--- src/rtl/cdo_pkg.sv ---
// Shared types, constants and calendar helpers for the date offset block.
// Depends on nothing; used by calendar_date_offset.
package cdo_pkg;

  // Largest year the block will hold
  localparam logic [13:0] MAX_YEAR = 14'd9999;

  localparam int unsigned MONTHS        = 12;
  localparam int unsigned DAYS_COMMON   = 365;
  localparam int unsigned DAYS_LEAP     = 366;
  localparam int unsigned CYCLE_YEARS   = 400;
  localparam int unsigned CENTURY_YEARS = 100;

  // Month lengths of a common year, January first
  localparam logic [4:0] MONTH_LEN [MONTHS] = '{
    5'd31, 5'd28, 5'd31, 5'd30, 5'd31, 5'd30,
    5'd31, 5'd31, 5'd30, 5'd31, 5'd30, 5'd31
  };

  // Command codes
  localparam logic CMD_SET     = 1'b0;
  localparam logic CMD_ADVANCE = 1'b1;

  // Result status codes
  localparam logic [1:0] STATUS_OK       = 2'd0;
  localparam logic [1:0] STATUS_BAD_DATE = 2'd1;
  localparam logic [1:0] STATUS_RANGE    = 2'd2;

  // Input beat
  typedef struct packed {
    logic               cmd;
    logic [13:0]        set_year;
    logic [3:0]         set_month;
    logic [4:0]         set_day;
    logic signed [15:0] day_offset;
  } req_t;

  // Result beat
  typedef struct packed {
    logic [13:0] out_year;
    logic [3:0]  out_month;
    logic [4:0]  out_day;
    logic [1:0]  status;
  } res_t;

  // Sequencer states
  typedef enum logic [2:0] {
    ST_IDLE,
    ST_DOY,
    ST_BACK,
    ST_FWD,
    ST_MON,
    ST_MOD,
    ST_CHK,
    ST_FINISH
  } cdo_state_t;

  // Leap test from the year's low two bits and its remainder modulo 400
  function automatic logic is_leap(input logic [1:0] yr_lo, input logic [8:0] r400);
    logic century;
    century = (r400 == 9'(CENTURY_YEARS)) || (r400 == 9'(2 * CENTURY_YEARS)) ||
              (r400 == 9'(3 * CENTURY_YEARS));
    return (yr_lo == 2'd0) && !century;
  endfunction

  function automatic logic [8:0] year_len(input logic leap);
    return leap ? 9'(DAYS_LEAP) : 9'(DAYS_COMMON);
  endfunction

  // Days in a month; zero for a month code outside 1..12
  function automatic logic [4:0] month_days(input logic [3:0] month, input logic leap);
    logic [4:0] len;
    logic [3:0] idx;
    idx = month - 4'd1;
    len = 5'd0;
    if (month != 4'd0 && month <= 4'(MONTHS)) begin
      len = MONTH_LEN[idx];
      if (month == 4'd2 && leap) begin
        len = len + 5'd1;
      end
    end
    return len;
  endfunction

endpackage

--- src/rtl/calendar_date_offset.sv ---
// Calendar date register: set with validation, advance by a signed day offset.
// Depends on cdo_pkg (types, constants, month and leap helpers).
//
//  channel | signals                       | beat
//  --------+-------------------------------+----------------------------------
//  request | req_valid, req_ready, req     | one set or advance command
//  result  | res_valid, res_ready, res     | stored date and status per command
//
// One command at a time; a single 17-bit add/compare unit is stepped by the sequencer.
// Advance: a month walk to the day of year, a year walk back or forward, then a month
//   walk within the result year; the year walk through the shared adder dominates.
// Set: the modulo-400 walk dominates, followed by the day check against the month length.
// Reset gives 0000-01-01. A stalled result holds the block in its final state.

module calendar_date_offset (
  input  logic          clk,
  input  logic          rst,
  input  logic          req_valid,
  output logic          req_ready,
  input  cdo_pkg::req_t req,
  output logic          res_valid,
  input  logic          res_ready,
  output cdo_pkg::res_t res
);

  // Stored date, plus the year modulo 400 kept alongside for the leap rule
  logic [13:0] cur_year, cur_year_next;
  logic [3:0]  cur_month, cur_month_next;
  logic [4:0]  cur_day, cur_day_next;
  logic [8:0]  cur_r400, cur_r400_next;

  // Working registers
  cdo_pkg::cdo_state_t state, state_next;
  logic [13:0]        wy, wy_next;
  logic [8:0]         wr400, wr400_next;
  logic [3:0]         wm, wm_next;
  logic [4:0]         wd, wd_next;
  logic signed [16:0] days, days_next;
  logic [1:0]         st, st_next;
  logic               res_valid_next;
  cdo_pkg::res_t      res_next;

  // Shared arithmetic unit
  logic signed [16:0] opb;
  logic signed [16:0] sum;
  logic               sum_neg;

  // Leap status of the working year and of the year before it
  logic [13:0] py;
  logic [8:0]  pr400;
  logic        leap_w;
  logic        leap_p;

  assign py     = wy - 14'd1;
  assign pr400  = (wr400 == 9'd0) ? 9'(cdo_pkg::CYCLE_YEARS - 1) : wr400 - 9'd1;
  assign leap_w = cdo_pkg::is_leap(wy[1:0], wr400);
  assign leap_p = cdo_pkg::is_leap(py[1:0], pr400);

  // Operand selection for the adder
  always_comb begin
    opb = '0;
    case (state)
      cdo_pkg::ST_DOY: begin
        if (wm < cur_month) begin
          opb = $signed({12'b0, cdo_pkg::month_days(wm, leap_w)});
        end else begin
          opb = $signed({12'b0, 5'(cur_day - 5'd1)});
        end
      end
      cdo_pkg::ST_BACK: opb = $signed({8'b0, cdo_pkg::year_len(leap_p)});
      cdo_pkg::ST_FWD:  opb = -$signed({8'b0, cdo_pkg::year_len(leap_w)});
      cdo_pkg::ST_MON:  opb = -$signed({12'b0, cdo_pkg::month_days(wm, leap_w)});
      cdo_pkg::ST_MOD:  opb = -$signed(17'(cdo_pkg::CYCLE_YEARS));
      default:          opb = '0;
    endcase
  end

  assign sum     = days + opb;
  assign sum_neg = sum[16];
  assign req_ready = (state == cdo_pkg::ST_IDLE);

  // Sequencer: next state and working register updates
  always_comb begin
    state_next     = state;
    wy_next        = wy;
    wr400_next     = wr400;
    wm_next        = wm;
    wd_next        = wd;
    days_next      = days;
    st_next        = st;
    cur_year_next  = cur_year;
    cur_month_next = cur_month;
    cur_day_next   = cur_day;
    cur_r400_next  = cur_r400;
    res_next       = res;
    res_valid_next = res_valid && !res_ready;

    unique case (state)
      cdo_pkg::ST_IDLE: begin
        if (req_valid) begin
          if (req.cmd == cdo_pkg::CMD_ADVANCE) begin
            wy_next    = cur_year;
            wr400_next = cur_r400;
            wm_next    = 4'd1;
            days_next  = {req.day_offset[15], req.day_offset};
            state_next = cdo_pkg::ST_DOY;
          end else begin
            wy_next   = req.set_year;
            wm_next   = req.set_month;
            wd_next   = req.set_day;
            days_next = $signed({3'b0, req.set_year});
            if (req.set_year > cdo_pkg::MAX_YEAR || req.set_month == 4'd0 ||
                req.set_month > 4'(cdo_pkg::MONTHS) || req.set_day == 5'd0) begin
              st_next    = cdo_pkg::STATUS_BAD_DATE;
              state_next = cdo_pkg::ST_FINISH;
            end else begin
              state_next = cdo_pkg::ST_MOD;
            end
          end
        end
      end

      // Day of year of the stored date, added onto the offset
      cdo_pkg::ST_DOY: begin
        days_next = sum;
        if (wm < cur_month) begin
          wm_next = wm + 4'd1;
        end else begin
          state_next = cdo_pkg::ST_BACK;
        end
      end

      // Walk back whole years while the day count is negative
      cdo_pkg::ST_BACK: begin
        if (!days[16]) begin
          state_next = cdo_pkg::ST_FWD;
        end else if (wy == 14'd0) begin
          st_next    = cdo_pkg::STATUS_RANGE;
          state_next = cdo_pkg::ST_FINISH;
        end else begin
          wy_next    = py;
          wr400_next = pr400;
          days_next  = sum;
        end
      end

      // Walk forward whole years while the count reaches past this year
      cdo_pkg::ST_FWD: begin
        if (sum_neg) begin
          wm_next    = 4'd1;
          state_next = cdo_pkg::ST_MON;
        end else if (wy == cdo_pkg::MAX_YEAR) begin
          st_next    = cdo_pkg::STATUS_RANGE;
          state_next = cdo_pkg::ST_FINISH;
        end else begin
          wy_next    = wy + 14'd1;
          wr400_next = (wr400 == 9'(cdo_pkg::CYCLE_YEARS - 1)) ? 9'd0 : wr400 + 9'd1;
          days_next  = sum;
        end
      end

      // Walk months within the year
      cdo_pkg::ST_MON: begin
        if (wm < 4'(cdo_pkg::MONTHS) && !sum_neg) begin
          days_next = sum;
          wm_next   = wm + 4'd1;
        end else begin
          wd_next    = days[4:0] + 5'd1;
          st_next    = cdo_pkg::STATUS_OK;
          state_next = cdo_pkg::ST_FINISH;
        end
      end

      // Year modulo 400 for a set command
      cdo_pkg::ST_MOD: begin
        if (!sum_neg) begin
          days_next = sum;
        end else begin
          wr400_next = days[8:0];
          state_next = cdo_pkg::ST_CHK;
        end
      end

      // Day against the month length
      cdo_pkg::ST_CHK: begin
        if (wd > cdo_pkg::month_days(wm, leap_w)) begin
          st_next = cdo_pkg::STATUS_BAD_DATE;
        end else begin
          st_next = cdo_pkg::STATUS_OK;
        end
        state_next = cdo_pkg::ST_FINISH;
      end

      // Commit and hand the result to the output register
      cdo_pkg::ST_FINISH: begin
        if (!res_valid || res_ready) begin
          res_valid_next = 1'b1;
          res_next.status = st;
          if (st == cdo_pkg::STATUS_OK) begin
            cur_year_next      = wy;
            cur_month_next     = wm;
            cur_day_next       = wd;
            cur_r400_next      = wr400;
            res_next.out_year  = wy;
            res_next.out_month = wm;
            res_next.out_day   = wd;
          end else begin
            res_next.out_year  = cur_year;
            res_next.out_month = cur_month;
            res_next.out_day   = cur_day;
          end
          state_next = cdo_pkg::ST_IDLE;
        end
      end

      default: state_next = cdo_pkg::ST_IDLE;
    endcase
  end

  // Control state and stored date
  always_ff @(posedge clk) begin
    if (rst) begin
      state     <= cdo_pkg::ST_IDLE;
      res_valid <= 1'b0;
      cur_year  <= 14'd0;
      cur_month <= 4'd1;
      cur_day   <= 5'd1;
      cur_r400  <= 9'd0;
    end else begin
      state     <= state_next;
      res_valid <= res_valid_next;
      cur_year  <= cur_year_next;
      cur_month <= cur_month_next;
      cur_day   <= cur_day_next;
      cur_r400  <= cur_r400_next;
    end
  end

  // Working datapath and result register
  always_ff @(posedge clk) begin
    wy    <= wy_next;
    wr400 <= wr400_next;
    wm    <= wm_next;
    wd    <= wd_next;
    days  <= days_next;
    st    <= st_next;
    res   <= res_next;
  end

`ifndef NO_ASSERTIONS
  // Stored date always holds a real month and a nonzero day
  a_cur_date_sane: assert property (@(posedge clk) disable iff (rst)
    cur_month != 4'd0 && cur_month <= 4'(cdo_pkg::MONTHS) && cur_day != 5'd0)
    else $error("stored date out of range");

  // Year remainder tracks the year
  a_r400_tracks: assert property (@(posedge clk) disable iff (rst)
    cur_r400 < 9'(cdo_pkg::CYCLE_YEARS) && cur_r400[1:0] == cur_year[1:0] &&
    cur_year <= cdo_pkg::MAX_YEAR)
    else $error("year remainder out of step with year");

  // An accepted command starts the sequencer
  a_accept_starts: assert property (@(posedge clk) disable iff (rst)
    req_valid && req_ready |=> state != cdo_pkg::ST_IDLE)
    else $error("accepted command did not start");

  // The date only changes as a result is issued
  a_commit_only_at_finish: assert property (@(posedge clk) disable iff (rst)
    state != cdo_pkg::ST_FINISH |=>
      $stable(cur_year) && $stable(cur_month) && $stable(cur_day))
    else $error("date changed outside result issue");
`endif

endmodule

--- config.mk ---
export PLATFORM = sky130hd
export DESIGN_NAME = calendar_date_offset
export DESIGN_NICKNAME = d
export VERILOG_FILES = /design/src/rtl/cdo_pkg.sv /design/src/rtl/calendar_date_offset.sv
export SDC_FILE = /design/constraint.sdc
export NUM_CORES = 1
export LEC_CHECK = 0
export BUFFER_PORTS_ARGS = -buffer_cell sky130_fd_sc_hd__buf_2
export CORE_ASPECT_RATIO = 0.9
export CORE_MARGIN = 2
export CORE_UTILIZATION = 57
export CTS_CLUSTER_DIAMETER = 30
export DETAILED_ROUTE_END_ITERATION = 8
export GPL_TIMING_DRIVEN = 1
export HOLD_SLACK_MARGIN = 0.02
export PLACE_DENSITY = 0.75
export SLEW_MARGIN = 40
export SYNTH_ARGS = -nofsm -noshare
export SYNTH_HDL_FRONTEND = slang
export SYNTH_SLANG_ARGS = --single-unit
--- constraint.sdc ---
create_clock -name clk -period 8.7 [get_ports clk]
set_input_delay 1.74 -clock clk [delete_from_list [all_inputs] [get_ports clk]]
set_output_delay 1.74 -clock clk [all_outputs]
set_load 0.05 [all_outputs]
After elaboration in Yosys (flattened, before gate mapping)
Memories as Yosys holds them, arrays and structs flattened.
Index checks and enable logic that the tools add are counted.
Widths: inputs -> output; s select.
{"block": "totals", "ram_bits": 0, "word_cells": 189, "mem_count": 1, "reg_bits": 112, "latchBits": 0, "out_inout_bits": 27, "rom_bits": 80}
{"memory": "(name not given)", "words": 16, "word_bits": 5, "read_ports": 1, "rd_clocked_by_memory_dff": 0, "wr": 0, "line_no": "cdo_pkg.sv:77", "source": "len = MONTH_LEN[idx];"}
{"block": "op_classes", "multipliers": 0, "n_div": 0, "addsub": 12, "order_cmp": 7, "shifts": 0, "mux": 71, "reduce_logical": 44, "bitwise_logic": 1, "n_eq_ne": 36}
{"cell": "$mux 17", "count": 8}
{"cell": "$pmux 17 s6", "count": 1}
{"cell": "$pmux 17 s5", "count": 1}
{"cell": "$mux 14", "count": 6}
{"cell": "$mux 9", "count": 9}
{"cell": "$mux 5", "count": 10}
{"cell": "$pmux 14 s3", "count": 1}
{"cell": "$pmux 9 s4", "count": 1}
{"cell": "$ne 2x2->1 const B", "count": 16}
{"cell": "$mux 3", "count": 10}
{"cell": "$eq 9x9->1 const B", "count": 3}
{"cell": "$pmux 3 s8", "count": 1}
{"cell": "$mux 23", "count": 1}
{"cell": "$mux 2", "count": 11}
{"cell": "$mux 4", "count": 5}
{"cell": "$eq 9x7->1 const B", "count": 2}
{"cell": "$eq 9x8->1 const B", "count": 2}
{"cell": "$add 17x17->17", "count": 1}
{"cell": "$neg 5->17", "count": 1}
{"cell": "$neg 9->17", "count": 1}
{"cell": "$pmux 4 s4", "count": 1}
{"cell": "$reduce_and 8->1", "count": 2}
{"cell": "$add 14x1->14 const B", "count": 1}
{"cell": "$eq 14x14->1 const B", "count": 1}
{"cell": "45 further kinds", "count": 75}

Longest topological paths before layout
Gate-level depths: netlist of run 1.
{"block": "depth", "depth_word": 16, "depth_mapped": 24, "depth_no_buf": 23}

Worst setup path after synthesis of run 1
No wires, ideal clock.
{"block": "synth_timing", "kind": "flip-flop to flip-flop", "start": "register wm[0]", "end": "register days[0] (enable)", "slack_ns": 2.400, "arrival_time_ns": 5.891, "period_less_slack_ns": 6.300, "stages_incl_launch_ff": 23, "n_path_buf": 1, "path_cell_list": "edfxtp_1 > clkbuf_1 > inv_1 > ha_1 > nor2b_1 > or3_1 > a31oi_1 > inv_1 > ha_1 > nand2b_1 > o211ai_1 > ha_1 > ha_1 > nor2b_1 > o21ai_2 > ha_1 > and2_1 > a221o_1 > a21oi_1 > nand4_1 > nor4b_1 > or3_1 > nor3_1"}
{"block": "synth_via", "elab_chain_len": 16, "word_cells_on_any_way": 26}
{"element": "start: declaration", "line_no": "calendar_date_offset.sv:36", "source": "logic [3:0] wm, wm_next;"}
{"element": "start signal: assignment", "line_no": "calendar_date_offset.sv:243", "source": "wm <= wm_next;"}
{"element": "$sub 4x1->4", "line_no": "cdo_pkg.sv:74", "source": "idx = month - 4'd1;"}
{"element": "$not 4->5 (not written as such)", "line_no": "cdo_pkg.sv:77"}
{"element": "$mem_v2 16x5"}
{"element": "$mux 5 (2 in series)"}
{"element": "$add 5x1->5"}
{"element": "$mux 5", "line_no": "cdo_pkg.sv:78", "source": "if (month == 4'd2 && leap) begin"}
{"element": "$mux 5", "line_no": "cdo_pkg.sv:76", "source": "if (month != 4'd0 && month <= 4'(MONTHS)) begin"}
{"element": "$mux 5", "line_no": "calendar_date_offset.sv:62", "source": "case (state)"}
{"element": "$neg 5->17", "line_no": "calendar_date_offset.sv:72", "source": "cdo_pkg::ST_MON: opb = -$signed({12'b0, cdo_pkg::month_days(wm, leap_w)});"}
{"element": "$pmux 17 s5", "line_no": "calendar_date_offset.sv:62"}
{"element": "$add 17x17->17", "line_no": "calendar_date_offset.sv:78", "source": "assign sum = days + opb;"}
{"element": "$logic_not 1->1"}
{"element": "$logic_and 1x1->1", "line_no": "calendar_date_offset.sv:164", "source": "if (wm < 4'(cdo_pkg::MONTHS) && !sum_neg) begin"}
{"element": "$ne 2x2->1 (no line)"}
{"element": "$reduce_and 8->1 (no line) *"}
{"element": "end signal: assignment", "line_no": "calendar_date_offset.sv:245", "source": "days <= days_next;"}
{"element": "end: declaration", "line_no": "calendar_date_offset.sv:38", "source": "logic signed [16:0] days, days_next;"}
Mark *: on every way between the ends. The rest lies on a longest branch, timed or not. The select of a mux whose other input is x is not followed.
A chain may end at the register's enable or synchronous reset.

Worst setup path after layout of run 1
{"block": "layout_timing", "start": "register wm[0]", "end": "register wd[2] (enable)"}
{"block": "layout_via", "elab_chain_len": 16, "word_cells_on_any_way": 24}
{"element": "$sub 4x1->4", "line_no": "cdo_pkg.sv:74"}
{"element": "$not 4->5 (not written as such)", "line_no": "cdo_pkg.sv:77"}
{"element": "$mem_v2 16x5"}
{"element": "$mux 5 (2 in series)"}
{"element": "$add 5x1->5"}
{"element": "$mux 5", "line_no": "cdo_pkg.sv:78"}
{"element": "$mux 5", "line_no": "cdo_pkg.sv:76"}
{"element": "$mux 5", "line_no": "calendar_date_offset.sv:62"}
{"element": "$neg 5->17", "line_no": "calendar_date_offset.sv:72"}
{"element": "$pmux 17 s5", "line_no": "calendar_date_offset.sv:62"}
{"element": "$add 17x17->17", "line_no": "calendar_date_offset.sv:78"}
{"element": "$logic_not 1->1"}
{"element": "$logic_and 1x1->1 *", "line_no": "calendar_date_offset.sv:164"}
{"element": "$ne 2x2->1 (no line) *"}
{"element": "$reduce_and 4->1 (no line) *"}
{"element": "end signal: assignment", "line_no": "calendar_date_offset.sv:244", "source": "wd <= wd_next;"}
{"element": "end: declaration", "line_no": "calendar_date_offset.sv:37", "source": "logic [4:0] wd, wd_next;"}
Marked as above.

==> impl_metrics.csv, run 1 <==
group,metric,value,unit
sta,worst-slew-pin-transition,0.8429,ns
synthesis,synth_area_leader_cell,"sky130_fd_sc_hd__edfxtp_1",
clocking,clock_sinks,112,
floorplan,fp-row-count,41,
synthesis,synth_enable_flop_cells,76,
pwr,p_switching,1572,µW
clocking,max-clock-path-buffers,2,
global_route,gr-usage-all-layers,0.3056,
synthesis,ys_dominant_reg_cell,"sky130_fd_sc_hd__edfxtp_1",
clocking,post_cts_buffers,0,
detailed_routing,drt-pass1-iter-count,8,
place,io_buffer_count,70,
synthesis,synth.ff_latch_count,112,
sta,grt_setup_unrepaired,"false",
sta,post_route_clock_period_utilization,0.7214,
clocking,tritoncts,"yes",
floorplan,die_area,0.01501,mm²
sta,final_hold_violation_count,0,
pwr,combPwrFrac,0.552,
floorplan,fp.dieW,128.9,µm
worst_setup_path,worst-setup-path-type,"flop to flop",
flow_run,drv.max_cap_violation_count,0,
pwr,leakagePower,0.003320,µW
pwr,power_density,380.0,mW/mm²
global_route,globalRouteOverflowTotal,0,
pwr,seq_power_share,0.316,
detailed_routing,drt_drc_violations_left,0,
clocking,clock_tree.htree_level_count,3,
place,gp_congestion,0.9815,
final_layout,layout-drive-gt1-share,0.1399,
min_path,worstHoldPathType,"flop to flop",
floorplan,top_level_ports,71,
final_layout,sequential_cell_area,0.003003,mm²
synthesis,netlist_top_cells_count,"sky130_fd_sc_hd__nand2_1 (131), sky130_fd_sc_hd__a21oi_1 (110), sky130_fd_sc_hd__edfxtp_1 (76)",
place,dpl-instance-area,0.008422,mm²
global_route,grt_pass1_vias,6845,
final_layout,final_nets,1060,
detailed_routing,dr_total_vias,7510,
global_route,initial_antenna_violation_count,0,
worst_setup_path,critical_path.endpoint_type,"flop",
synthesis,synth_nets,1026,
global_route,grt_start_max_net_pins,53,
final_layout,num_antenna_cells,0,
final_layout,signed_area_change_from_the_synthesized_netlist_to_the_final_layout,8.989,%
sta,final_period_minus_worst_setup_slack,6.276,ns
place,hpwlAfterDp,16040,µm
run_status,outcome,"complete, no violations",
clocking,worstSkewPairLatency,0.36,ns
detailed_routing,route.detailed.wl_per_inst,19.61,µm
sta,timing.setup.tns,0,ns
final_layout,multiInputGateArea,0.004632,mm²
floorplan,initial_utilization,0.5779,
sta,slew_headroom,0.4302,
global_route,wire_length_of_the_first_global_routing_pass,35820,µm
pwr,max-vdd-ir-drop,0.1869,mV
clocking,tritoncts.num_buffers,9,
sta,finalSetupViolations,0,
synthesis,synth_sequential_area_ratio,0.3752,
synthesis,combined_area_of_all_synthesized_cells,0.008004,mm²
synthesis,yosys.cell_count.top_type,"sky130_fd_sc_hd__nand2_1",
detailed_routing,drt-initial-drc-count,845,
pwr,power_switching_share,0.4743,
synthesis,synth_area_leaders,"sky130_fd_sc_hd__edfxtp_1 (29%), sky130_fd_sc_hd__dfxtp_1 (9.0%), sky130_fd_sc_hd__a21oi_1 (6.9%)",
synthesis,netlist-cell-type-count,73,
sta,drv_slew,0,
floorplan,die-height,116.4,µm
clocking,clkTransAtPathRegs,0.07,ns
pwr,clock_power_share,0.131,
detailed_routing,wl,22580,µm
synthesis,yosysWarnings,0,
synthesis,syn_avg_cell_area,8.515,µm²
final_layout,filler_cell_count,1179,
sta,finClkSkew,0.008591,ns
worst_setup_path,required,8.70,ns
clocking,cts.repair.resized,0,
detailed_routing,routed_via_density,6.525,
worst_setup_path,critical_path.max_fanout,11,
synthesis,netlist_instances,940,
worst_setup_path,startpoint_type,"flop",
clocking,holdBufCountCts,0,
detailed_routing,antenna_left,0,
final_layout,final_area,0.008723,mm²
clocking,clockRootBuffer,"sky130_fd_sc_hd__clkbuf_16",
worst_setup_path,cp.arrival,6.27,ns
floorplan,coreArea,0.01385,mm²
synthesis,share_of_the_synthesized_area_in_the_top_cell_type,0.2851,
pwr,p_int,1743,µW
sta,timing_limited_maximum_frequency,0.1593,GHz
synthesis,async_sr_flop_fraction,0,
-- power groups by stage --
stage / registers [µW] / clock network (µW) / logic (µW)
3_3_place_gp: 1040 / 0 / 1760
3_5_place_dp: 1050 / 0 / 1780
6_report: 1050 / 436 / 1830
2_1_floorplan: 904 / 0 / 1480
4_1_cts: 1040 / 438 / 1790
5_1_grt: 1070 / 457 / 2020
-- path summary, 6_finish.rpt --
| path | startpoint | to | slack (ns) | cells past startpoint |
|---|---|---|---|---|
| worst max-delay path | wm[0] | wd[2] | 2.42 | 21 |
| worst min-delay path | cur_month[2] | cur_month[2] | 0.45 | 2 |
| worst max register to register | wm[0] | wd[2] | 2.42 | 21 |
| worst min register to register | cur_month[2] | cur_month[2] | 0.45 | 2 |
-- layer usage --
metal | GRT usage | vias up | wire (µm)
li1 | - | 3522 | -
met1 | 0.4309 | 3492 | 9746
met2 | 0.4702 | 439 | 9860
met3 | 0.06780 | 57 | 2397
met4 | 0.1000 | 0 | 571
met5 | 0 | - | 0
-- worst max-delay path, cell delays in order (launching register included) --
cell and delay (ns):
sky130_fd_sc_hd__edfxtp_1 0.54, sky130_fd_sc_hd__inv_1 0.13, sky130_fd_sc_hd__ha_1 0.30, sky130_fd_sc_hd__nor2b_1 0.18, sky130_fd_sc_hd__or3_1 0.30, sky130_fd_sc_hd__a31oi_1 0.41
sky130_fd_sc_hd__inv_1 0.09, sky130_fd_sc_hd__ha_1 0.30, sky130_fd_sc_hd__nand2b_1 0.16, sky130_fd_sc_hd__o211ai_1 0.15, sky130_fd_sc_hd__ha_1 0.26, sky130_fd_sc_hd__ha_1 0.18
sky130_fd_sc_hd__nor2b_1 0.26, sky130_fd_sc_hd__o21ai_2 0.15, sky130_fd_sc_hd__ha_1 0.38, sky130_fd_sc_hd__and2_1 0.21, sky130_fd_sc_hd__a221o_1 0.43, sky130_fd_sc_hd__nand2_1 0.10
sky130_fd_sc_hd__mux2i_1 0.07, sky130_fd_sc_hd__nor4b_1 0.74, sky130_fd_sc_hd__nor2_1 0.11, sky130_fd_sc_hd__nor2_1 0.45
-- area by class of cell --
type                            count  area share
Multi-Input combinational cell    735      0.5310
Sequential cell                   112      0.3442
Timing Repair Buffer               83     0.05135
Clock buffer                       10     0.02625
Tap cell                          172     0.02467
Inverter                           33     0.01420
Clock inverter                      6    0.008319
-- through the flow --
stage / setup WS, ns / utilization / hold WS (ns) / std cells / total power (µW)
floorplan: 2.400 / - / 0.4272 / 940 / 2382
global placement: 2.842 / 0.6078 / 0.4432 / 1135 / 2798
detailed placement: 2.635 / 0.6080 / 0.4465 / 1135 / 2826
CTS: 2.619 / 0.6298 / 0.4566 / 1151 / 3269
global route: 1.943 / 0.6298 / 0.4767 / 1151 / 3547
finish: 2.424 / 0.6298 / 0.4548 / 1151 / 3315
-- kinds of logic (layout without fill, tap and decap cells) --
kind of cell	count (synthesis)	in the layout	share of synthesized area
xor+xnor	47	47	0.05143
simple gates	329	329	0.1973
buf+inv	93	132	0.04752
mux	24	24	0.03283
flops	112	112	0.3752
fa+ha+maj	42	42	0.06659
compound gates	293	293	0.2292
-- flip-flops by register name (all words and copies together) (netlist names), 5 cells and up --
register	flops
cur_year	14
cur_r400	9
wd	5
wr400	9
wy	14
days	17
res	25
cur_day	5
-- cell usage in the layout, fill, tap and decap left out, types with 13 or more instances in the layout --
cell / count
sky130_fd_sc_hd__dfxtp_1: 36
sky130_fd_sc_hd__xor2_1: 24
sky130_fd_sc_hd__nor3_1: 13
sky130_fd_sc_hd__edfxtp_1: 76
sky130_fd_sc_hd__a21oi_1: 109
sky130_fd_sc_hd__nand2_1: 131
sky130_fd_sc_hd__nor2b_1: 21
sky130_fd_sc_hd__inv_1: 32
sky130_fd_sc_hd__o22ai_1: 24
sky130_fd_sc_hd__nand3_1: 35
sky130_fd_sc_hd__nor2_1: 62
sky130_fd_sc_hd__xnor2_1: 23
sky130_fd_sc_hd__a31oi_1: 13
sky130_fd_sc_hd__o21ai_0: 51
sky130_fd_sc_hd__buf_2: 70
sky130_fd_sc_hd__buf_4: 13
sky130_fd_sc_hd__ha_1: 41
sky130_fd_sc_hd__mux2_2: 18
No activity file was read; power rests on OpenSTA's default activity.
==> inputs of run 2 (changes only) <==
--- a/config.mk
+++ b/config.mk
@@ -5,15 +5,16 @@
 export SDC_FILE = /design/constraint.sdc
 export NUM_CORES = 1
 export LEC_CHECK = 0
+export ABC_AREA = 1
 export BUFFER_PORTS_ARGS = -buffer_cell sky130_fd_sc_hd__buf_2
 export CORE_ASPECT_RATIO = 0.9
 export CORE_MARGIN = 2
-export CORE_UTILIZATION = 57
+export CORE_UTILIZATION = 55
 export CTS_CLUSTER_DIAMETER = 30
 export DETAILED_ROUTE_END_ITERATION = 8
 export GPL_TIMING_DRIVEN = 1
 export HOLD_SLACK_MARGIN = 0.02
-export PLACE_DENSITY = 0.75
+export PLACE_DENSITY = 0.76
 export SLEW_MARGIN = 40
 export SYNTH_ARGS = -nofsm -noshare
 export SYNTH_HDL_FRONTEND = slang
==> constraint.sdc (replaced) <==
create_clock -name clk -period 5.35 [get_ports clk]
set_input_delay 1.07 -clock clk [delete_from_list [all_inputs] [get_ports clk]]
set_output_delay 1.07 -clock clk [all_outputs]
set_load 0.05 [all_outputs]
==> run 2 against run 1 <==
Clock skew rose by 0.0038 ns. Via count decreased by 1.2%. Synthesized cell count grew 11%. Final cell count up 13%. Routed wire length fell by 5.2%. Clock power rose by 87%. Sequential cell count unchanged. Register-to-register slack lost 2.0 ns. Utilization fell by 0.79 points. Non-clock buffer count decreased by 3. Total power grew 69%. Critical path type unchanged. Critical endpoint is now days[7].
==> impl_metrics.csv, run 2 <==
group,metric,value,unit
pwr,clock_power_share,0.145,
worst_setup_path,r2r_cells,30,
min_path,worst_hold_path_cell_count,2,
worst_setup_path,critical_path.reg2reg.startpoint,"wm[0]",
clocking,clock_sinks,112,
global_route,initial_antenna_violation_count,0,
sta,final_period_minus_worst_setup_slack,4.897,ns
clocking,worstSkewPairLatency,0.37,ns
clocking,tritoncts.num_buffers,9,
global_route,wire_length_of_the_first_global_routing_pass,34140,µm
worst_setup_path,r2r_end,"days[7]",
floorplan,die_area,0.01515,mm²
pwr,seq_power_share,0.301,
final_layout,signed_area_change_from_the_synthesized_netlist_to_the_final_layout,11.28,%
pwr,max-vdd-ir-drop,0.2628,mV
flow_run,drv.max_cap_violation_count,0,
sta,post_route_clock_period_utilization,0.9154,
final_layout,num_antenna_cells,0,
run_status,outcome,"complete, no violations",
place,io_buffer_count,70,
synthesis,combined_area_of_all_synthesized_cells,0.007799,mm²
synthesis,synth.ff_latch_count,112,
synthesis,synth_area_leaders,"sky130_fd_sc_hd__edfxtp_1 (29%), sky130_fd_sc_hd__nand2_1 (11%), sky130_fd_sc_hd__dfxtp_1 (9.2%)",
sta,timing_limited_maximum_frequency,0.2042,GHz
pwr,power_switching_share,0.4889,
worst_setup_path,cp.arrival,4.96,ns
synthesis,synth_sequential_area_ratio,0.3850,
synthesis,synth_area_leader_cell,"sky130_fd_sc_hd__edfxtp_1",
pwr,power_density,646.2,mW/mm²
detailed_routing,drt-initial-drc-count,857,
worst_setup_path,critical_path.endpoint_type,"flop",
synthesis,netlist_instances,1048,
floorplan,fp-row-count,41,
synthesis,async_sr_flop_fraction,0,
detailed_routing,dr_total_vias,7421,
sta,worst-slew-pin-transition,0.6931,ns
final_layout,layout-drive-gt1-share,0.1250,
clocking,max-clock-path-buffers,2,
pwr,power,5608,µW
final_layout,final_nets,1185,
detailed_routing,met3_wl,2152,µm
detailed_routing,maxUsedRoutingLayer,"met4",
synthesis,ys_dominant_reg_cell,"sky130_fd_sc_hd__edfxtp_1",
floorplan,initial_utilization,0.5589,
synthesis,netlist-cell-type-count,49,
sta,finalWorstSetupSlack,0.4528,ns
synthesis,share_of_the_synthesized_area_in_the_top_cell_type,0.2926,
detailed_routing,drt-pass1-iter-count,5,
pwr,p_int,2867,µW
synthesis,netlist_top_cells_count,"sky130_fd_sc_hd__nand2_1 (237), sky130_fd_sc_hd__inv_1 (131), sky130_fd_sc_hd__o21ai_0 (105)",
clocking,clkTransAtPathRegs,0.08,ns
global_route,globalRouteOverflowTotal,0,
sta,final_hold_violation_count,0,
floorplan,top_level_ports,71,
detailed_routing,drt_drc_violations_left,0,
final_layout,largestRegisters,"res (25), days (17)",
clocking,clock_tree.htree_level_count,3,
final_layout,mostFrequentLayoutCell,"sky130_fd_sc_hd__nand2_1",
sta,hold_slack,0.4723,ns
worst_setup_path,required,5.41,ns
synthesis,syn_avg_cell_area,7.442,µm²
synthesis,yosysWarnings,0,
floorplan,die-height,117.0,µm
final_layout,max_reg_flops,25,
worst_setup_path,crit_slowest_cell,"sky130_fd_sc_hd__edfxtp_1",
place,gp_congestion,0.9746,
detailed_routing,length_of_routed_met2_wiring,8926,µm
place,hpwlAfterDp,15920,µm
floorplan,fp.dieW,129.5,µm
global_route,grt_start_max_net_pins,47,
min_path,worstHoldPathType,"flop to flop",
synthesis,synth_nets,1134,
floorplan,coreArea,0.01395,mm²
final_layout,largest-register,"res",
clocking,tritoncts,"yes",
place,post-place-ws,0.4427,ns
final_layout,layout_common_cells,"sky130_fd_sc_hd__nand2_1 (237), sky130_fd_sc_hd__inv_1 (129), sky130_fd_sc_hd__o21ai_0 (105)",
final_layout,final_util,0.6220,
pwr,combPwrFrac,0.554,
worst_setup_path,worst-setup-path-type,"flop to flop",
min_path,min_from,"cur_year[0]",
sta,drv_slew,0,
synthesis,yosys.cell_count.top_type,"sky130_fd_sc_hd__nand2_1",
sta,finClkSkew,0.01242,ns
final_layout,final_cell_count_no_fill,1297,
place,post-place-cells,1278,
worst_setup_path,worst_r2r_setup_slack,0.45,ns
clocking,clockRootBuffer,"sky130_fd_sc_hd__clkbuf_16",
detailed_routing,routed_via_density,5.722,
detailed_routing,wl,21400,µm
detailed_routing,route.detailed.wl_per_inst,16.50,µm
detailed_routing,antenna_left,0,
pwr,p_switching,2742,µW
global_route,grt_pass1_vias,6655,
worst_setup_path,worst_path_largest_cell_delay,0.44,ns
sta,slew_headroom,0.5374,
worst_setup_path,startpoint_type,"flop",
min_path,holdPathEnd,"cur_year[0]",
global_route,gr-usage-all-layers,0.2938,
worst_setup_path,cp_common_cell,"sky130_fd_sc_hd__nand2_1",
synthesis,synth_enable_flop_cells,76,
worst_setup_path,critical_path.max_fanout,16,
detailed_routing,route.layer.met1.wl,9575,µm
pwr,leakagePower,0.003891,µW
sta,finalSetupViolations,0,
==> run 2: changes by cell type in the layout (fill, tap and decap cells not counted), sizes merged, moves of 20 or more <==
cell   before  now
o21ai      53  110
nand2     131  245
nor2b      21    0
nor2       63   94
a21oi     110   68
nand3      36   68
o22ai      24    4
inv        36  140
==> run 2: power by group through the flow <==
stage               registers (µW)  clock network (µW)  logic, µW
CTS                           1680                 818       3010
finish                        1690                 814       3100
detailed placement            1700                   0       2980
floorplan                     1540                   0       2370
global route                  1720                 855       3500
global placement              1700                   0       2940
==> run 2: cell families (layout without fill, tap and decap cells) <==
| logic type | after synthesis | after routing | share of synthesized area |
|---|---|---|---|
| AOI/OAI and AO/OA | 233 | 233 | 0.1694 |
| xor gates and xnor gates | 25 | 25 | 0.02808 |
| adders and majority gates | 42 | 42 | 0.06835 |
| buffers and inverters | 178 | 234 | 0.08888 |
| DFF | 112 | 112 | 0.3850 |
| and+or+nand+nor | 458 | 458 | 0.2602 |
==> run 2: area by class of cell <==
class | count | area, µm²
clock buffer | 9 | 225.2
inverter | 138 | 518.0
multi-input combinational | 758 | 4124
sequential | 112 | 3003
timing repair buffer | 80 | 429.2
fill | 1276 | 5275
tap | 193 | 241.5
clock inverter | 7 | 137.6
==> run 2: metrics by stage <==
stage	instance area, µm²	TNS, ns
6_report	8678	0
5_1_grt	8678	-0.1234
4_1_cts	8648	0
3_5_place_dp	8285	0
3_3_place_gp	8283	0
2_1_floorplan	7799	0
==> run 2: worst max path at each step <==
stage	slack [ns]	depth (start not counted)	start	endpoint
2_1_floorplan	0.07	29	wm[0]	days[0]
3_3_place_gp	0.60	30	wm[0]	days[4]
3_5_place_dp	0.44	30	wm[0]	days[4]
4_1_cts	0.39	30	wm[0]	days[8]
5_1_grt	-0.01	30	wm[0]	days[8]
6_report	0.45	30	wm[0]	days[7]
==> run 2: worst max-delay path: cells and delay by family, from the launching register on <==
family / cells / cell delay, ns
AO/OA/AOI/OAI: 2 / 0.22
flip-flops: 1 / 0.44
AND/OR/NAND/NOR: 16 / 1.81
adder cells (fa/ha/maj): 5 / 1.25
buffers and inverters: 6 / 0.63
XOR/XNOR: 1 / 0.24
==> run 2: timing repair <==
action	in CTS	in global routing
endpoints found under the setup margin	0	50
hold endpoints to repair	0	0
buffers inserted	0	3
hold buffers	0	0
gates resized for setup	0	2
==> run 2: metal layers <==
metal	GRT usage	vias up
met5	0	-
met4	0.1305	0
met3	0.05864	47
met2	0.4365	368
met1	0.4175	3361
li1	-	3645
